--- config.mk ---
export PLATFORM = sky130hd
export DESIGN_NAME = sfla_region_ram
export DESIGN_NICKNAME = d
export VERILOG_FILES = /design/src/rtl/sfla_pkg.sv /design/src/rtl/sfla_region_ram.sv
export SDC_FILE = /design/constraint.sdc
export NUM_CORES = 2
export LEC_CHECK = 0
export BUFFER_PORTS_ARGS = -buffer_cell sky130_fd_sc_hd__clkbuf_2
export CAP_MARGIN = 30
export CORE_MARGIN = 8
export CORE_UTILIZATION = 45
export CTS_BUF_LIST = sky130_fd_sc_hd__clkbuf_4
export DETAILED_ROUTE_END_ITERATION = 16
export PLACE_DENSITY_LB_ADDON = 0.12
export SLEW_MARGIN = 0
export SYNTH_ARGS = -nofsm -noshare
export SYNTH_HDL_FRONTEND = slang
export SYNTH_SLANG_ARGS = --single-unit
--- constraint.sdc ---
create_clock -name clk -period 5.63 [get_ports clk]
set_input_delay 0 -clock clk [delete_from_list [all_inputs] [get_ports clk]]
set_output_delay 0 -clock clk [all_outputs]
set_load 0.01 [all_outputs]
--- src/rtl/sfla_pkg.sv ---
package sfla_pkg;

  localparam int ADDR_BITS = 24;
  localparam int LEN_BITS  = ADDR_BITS + 1;
  localparam int SUM_BITS  = ADDR_BITS + 3;
  localparam int CFG_BITS  = LEN_BITS;

  // Size of the address space, the ceiling for lengths and totals
  localparam logic [LEN_BITS-1:0] SPACE = LEN_BITS'(1) << ADDR_BITS;

  // Operation codes
  localparam logic [1:0] OP_INIT  = 2'd0;
  localparam logic [1:0] OP_ALLOC = 2'd1;
  localparam logic [1:0] OP_FREE  = 2'd2;

  // Status codes
  localparam logic [1:0] ST_DONE    = 2'd0;
  localparam logic [1:0] ST_NO_MEM  = 2'd1;
  localparam logic [1:0] ST_COMPACT = 2'd2;
  localparam logic [1:0] ST_FULL    = 2'd3;

  // Fit policies
  localparam logic [1:0] FIT_FIRST = 2'd0;
  localparam logic [1:0] FIT_BEST  = 2'd1;
  localparam logic [1:0] FIT_WORST = 2'd2;

  // Configuration register indexes
  localparam logic [1:0] CFG_FIT      = 2'd0;
  localparam logic [1:0] CFG_MEM_SIZE = 2'd1;
  localparam logic [1:0] CFG_RES_SIZE = 2'd2;

  typedef struct packed {
    logic [1:0]          operation;
    logic [LEN_BITS-1:0] request_size;
    logic [ADDR_BITS-1:0] free_base;
  } in_t;

  typedef struct packed {
    logic [1:0]           status;
    logic [ADDR_BITS-1:0] granted_base;
    logic [LEN_BITS-1:0]  free_bytes;
  } out_t;

  typedef struct packed {
    logic [ADDR_BITS-1:0] start;
    logic [LEN_BITS-1:0]  length;
  } region_t;

  // Clamp a grown sum to the address space
  function automatic logic [LEN_BITS-1:0] sat_space(input logic [SUM_BITS-1:0] v);
    logic [LEN_BITS-1:0] r;
    r = (v > SUM_BITS'(SPACE)) ? SPACE : v[LEN_BITS-1:0];
    return r;
  endfunction

endpackage

--- src/rtl/sfla_region_ram.sv ---
module sfla_region_ram #(
  parameter int DEPTH = 64,
  parameter int AW    = 6
) (
  input  logic                      clk,
  input  logic                      we,
  input  logic [AW-1:0]             waddr,
  input  sfla_pkg::region_t         wdata,
  input  logic [AW-1:0]             raddr,
  output sfla_pkg::region_t         rdata_r
);

  sfla_pkg::region_t mem [DEPTH];

  // One write and one registered read per cycle
  always_ff @(posedge clk) begin
    if (we) begin
      mem[waddr] <= wdata;
    end
    rdata_r <= mem[raddr];
  end

endmodule

-- Yosys cells after proc, flatten, opt, wreduce, memory -nomap -nowiden
Memories as Yosys holds them, arrays and structs flattened. A register that Yosys moved wholly into a read port is not among the register bits.
Cells that the tools add are included.
- word-level logic and storage cells: 3
- RAM bits: 3136
- register bits after elaboration: 0
- output and inout port bits: 49
- memories kept: 1
- input port bits: 63
- memory list (memory ; words ; bits a word ; read ports ; clocked after Yosys merged registers in ; write ports ; RTL line ; source):
    mem ; 64 ; 49 ; 1 ; 1 ; 1 ; sfla_region_ram.sv:13 ; sfla_pkg::region_t mem [DEPTH];
- muxes and demuxes: 2
- operators with widths (cell ; count):
    1-bit 2-to-1 mux ; 2

-- Logic depth before layout (Yosys ltp)
- depth after elaboration: 2
- depth in mapped cells: 10
- depth with buffers taken out: 5

-- Worst setup path before layout
Ideal clock, no wire load.
- path kind: in2reg
- start: in waddr[3]
- end: mem mem[48][0] (netlist name) (enable)
- slack: 1275 ps
- data arrival time: 3839 ps
- path buffers: 1
- stages: 4
- setup time: 516 ps
- data required time: 5114 ps
- path through: clkbuf_1 nor2b_1 nand4b_1 nor3_1
- RTL lines (what ; RTL line ; source):
    start: declaration ; sfla_region_ram.sv:7 ; input logic [AW-1:0] waddr,
    end: declaration ; sfla_region_ram.sv:13 ;
No word-level cell before the write port.

==> results.md <==
- CP cell instances: dlygate4sd3_1, dlygate4sd3_1, buf_8, buf_4, buf_4, mux4_2, o221ai_1, o22ai_1, dlygate4sd3_1, and3_1, dlygate4sd3_1
- Total GRT Usage: 25.0%
- Critical Path Fanout Max: 55
- Final net count: 6,407
- Inst Count DP: 8,864
- WP data arrival: 5.07 ns
- Die W: 532 microns
- DRT Wirelength: 361 mm
- Internal reg-to-reg setup slack: 2.12 ns
- Critical path depth: 11
- Final non-filler cell total: 10,491
- Post-CTS Resized: 0
- Initial antenna violation count: 28
- P_leak: 44.7 nW
- Antenna Violating Nets Remaining: 0
- Vias/cell: 6.01
- Root Driver: clkbuf_4
- Clock Skew: 0.0673 ns
- Fraction of layout cells with a size suffix above 1: 36.4%
- Post-synth EDFFs: 3,136
- Starting Density: 45.3%
- Post-synthesis mux area share: 14.7%
- Most frequent cell after synthesis: edfxtp_1
- Slew Limit Fails: 0
- Crit path kind: in -> reg
- Post-Syn Instances: 5,283
- # IOs: 112
- Number of global-route vias before repair: 64,994
- Status: complete, no violations
- Sequential share of the synthesized area: 79.3%
- Hold Crit Class: in -> reg
- Syn_area_per_cell: 22.7 sq um
- R2R Path End: rdata_r[15]$_DFF_P_
- # clock sinks: 3,185
- Main combinational cell family by area after synthesis: multiplexers
- Reg-to-Reg Start: mem[43][15]$_DFFE_PP_
- CTS clock-pin slew for the worst setup and hold paths: 0.07 ns
- Fin Setup TNS: 0 ns
- Site row count: 189
- Power density over the cells: 349 nW/um^2
- Grt ovf: 0
- Initial DRC Count: 7,636
- Final hold slack: 0.145 ns
- VDD IR-drop max: 0.192 mV
- Compound-Gate Fraction of Synth Area: 2.40%
- Post-synthesis cell type count: 42
- Layout area overhead: 16.5%
- Type of origin of the critical path: input pin
- Drt wl/cell: 34.4 microns
- Setup crit end kind: register
- Netlist Area Pre-Place: 120,000 sq um
- Dpl hpwl: 195 mm
- Vias: 63,079
- Routability cong.: 0.777
- Share of the synthesized area in the top cell type: 78.5%
- Clk buf depth: 4
- Master of the slowest instance on the critical path: buf_4
- Max-slew headroom: 26.0%
- Final cell utilization of the core: 52.7%
- Commonest cells post-synth: edfxtp_1 (3,136), mux4_2 (743), nand2_1 (184), clkbuf_1 (131), a22oi_1 (95)
- Core Footprint: 265,000 sq um
- Simple-Gate Fraction of Synth Area: 2.31%
- Final min period: 3.67 ns
- Pin count of the biggest net entering global routing: 131
- Crit path required time: 7.03 ns
- Max Cap Viol: 0
- Share of async-settable or async-resettable flops after synthesis: 0%
- CTS tree: done
- Crit share post-route: 65.2%
- Mapped Nets: 5,346
- Post-Layout Inst Area: 140,000 sq um
- Worst-Margin Slew: 1.11 ns
- Post-synthesis sequential element count: 3,185
- Pre-antenna DRT Iters: 5
- Die area: 283,000 sq um
- Port Buffers: 111
- Synth area leader: edfxtp_1
- Dominant synthesized flop cell: edfxtp_1
- Synth Area in Adders: 0%
- Area contributors post-synth: edfxtp_1 (78%), mux4_2 (14%), dfxtp_1 (0.82%)
- First-pass GRT wire length: 502 mm
- Buf+Inv Stages, Crit Path: 7
- Xor and xnor area share after synthesis: 0%
- Max incr delay on CP: 0.81 ns
- Synth Warn #: 0
- Worst Setup SP: raddr[1]
- Final setup vio count: 0
- Worst-Skew Late Latency: 1.54 ns
- Fmax: 0.272 GHz
- Worst Setup EP: rdata_r[41]$_DFF_P_
- Placed Area: 127,000 sq um
- Die Y: 532 microns
- Top delay family on crit path: buffers and inverters
- Dominant cell type by count on the critical path: dlygate4sd3_1
- Worst Reg-to-Reg Cells: 8
- Unrepaired setup endpoints after global routing: false
- DRC violations left: 0
- Endpoints failing hold: 0
- H-Tree Depth: 6
- Cts bufs inserted: 812
## cell families after synthesis
kind of cell | after synthesis
compound gates | 394
buf+inv | 308
flops | 3185
mux | 828
simple gates | 568
## metal layers
metal | routed length [microns] | global-route usage, %
met1 | 148000 | 35.3
met2 | 173000 | 40.1
met3 | 31300 | 5.02
met4 | 8930 | 6.78
met5 | 55 | 0
## worst min-delay path by stage
stage | cells past startpoint | from | endpoint | slack, ns
after global placement | 1 | rdata_r[5]$_DFF_P_ | rdata_r[5] | 0.41
after global routing | 4 | wdata[2] | mem[53][2]$_DFFE_PP_ | 0.03
final | 6 | raddr[0] | rdata_r[3]$_DFF_P_ | 0.15
after detailed placement | 1 | wdata[34] | mem[3][34]$_DFFE_PP_ | 0.31
after CTS | 5 | raddr[5] | rdata_r[4]$_DFF_P_ | 0.004
after floorplan | 0 | wdata[0] | mem[0][0]$_DFFE_PP_ | 0.1
## metrics by stage
stage	power [W]	worst slack, ns
floorplan	0.0280	1.27
global placement	0.0292	2.30
detailed placement	0.0292	2.34
CTS	0.0493	2.14
global route	0.0506	1.99
finish	0.0488	1.96
## power by group
group | leakage (nW) | internal, W | switching (W)
clock network | 6.30 | 0.0106 | 0.00934
registers | 28.6 | 0.0262 | 0.000102
logic | 9.81 | 0.000949 | 0.00155
total | 44.7 | 0.0378 | 0.0110
## placed cells by master (no fill, tap or decap), types with 5 or more instances in the layout
master	count
dfxtp_1	49
nor2_1	24
a221o_1	7
nand2_1	180
clkbuf_2	106
nor2_4	64
nand4_1	81
buf_12	101
a311oi_1	23
nor4_1	8
buf_16	11
o22ai_1	85
clkinv_4	10
a22oi_1	95
inv_8	5
a211oi_1	41
mux4_2	743
mux2i_1	85
clkbuf_4	1261
buf_4	156
clkinv_1	99
edfxtp_1	3136
o221ai_1	78
inv_6	14
a21oi_1	51
diode_2	9
nor2b_1	24
and3_1	39
dlygate4sd3_1	177
nand2b_1	8
clkinvlp_4	8
bufinv_16	11
and2_1	22
nand3_1	85
clkinv_2	7
## worst register-to-register path: cells and delay by family, from the launching register on
family,cells,cell delay (ns)
multiplexers,1,0.46
buffers and inverters,4,2.29
flip-flops,1,0.37
AND/OR/NAND/NOR,3,0.31
## state kept, by name, indices dropped and copies added (netlist names)
signal,cells
rdata_r,49
mem,3136
## cell type report
cell class | instances | area, sq um
diodes | 9 | 22.5
flip-flops and latches | 3185 | 95200
well taps | 3533 | 4420
clock buffers | 1261 | 9470
fillers | 21121 | 125000
multi-input cells | 1790 | 23800
inverters | 1 | 6.26
repair buffers | 554 | 5840
clock inverters | 158 | 1090
## timing repair
action / CTS / global route
buffers inserted: 0 / 0
hold endpoints to repair: 5735 / 4
hold buffers: 193 / 1
endpoints found under the setup margin: 0 / 0
Power figures use the tool's default switching activity.
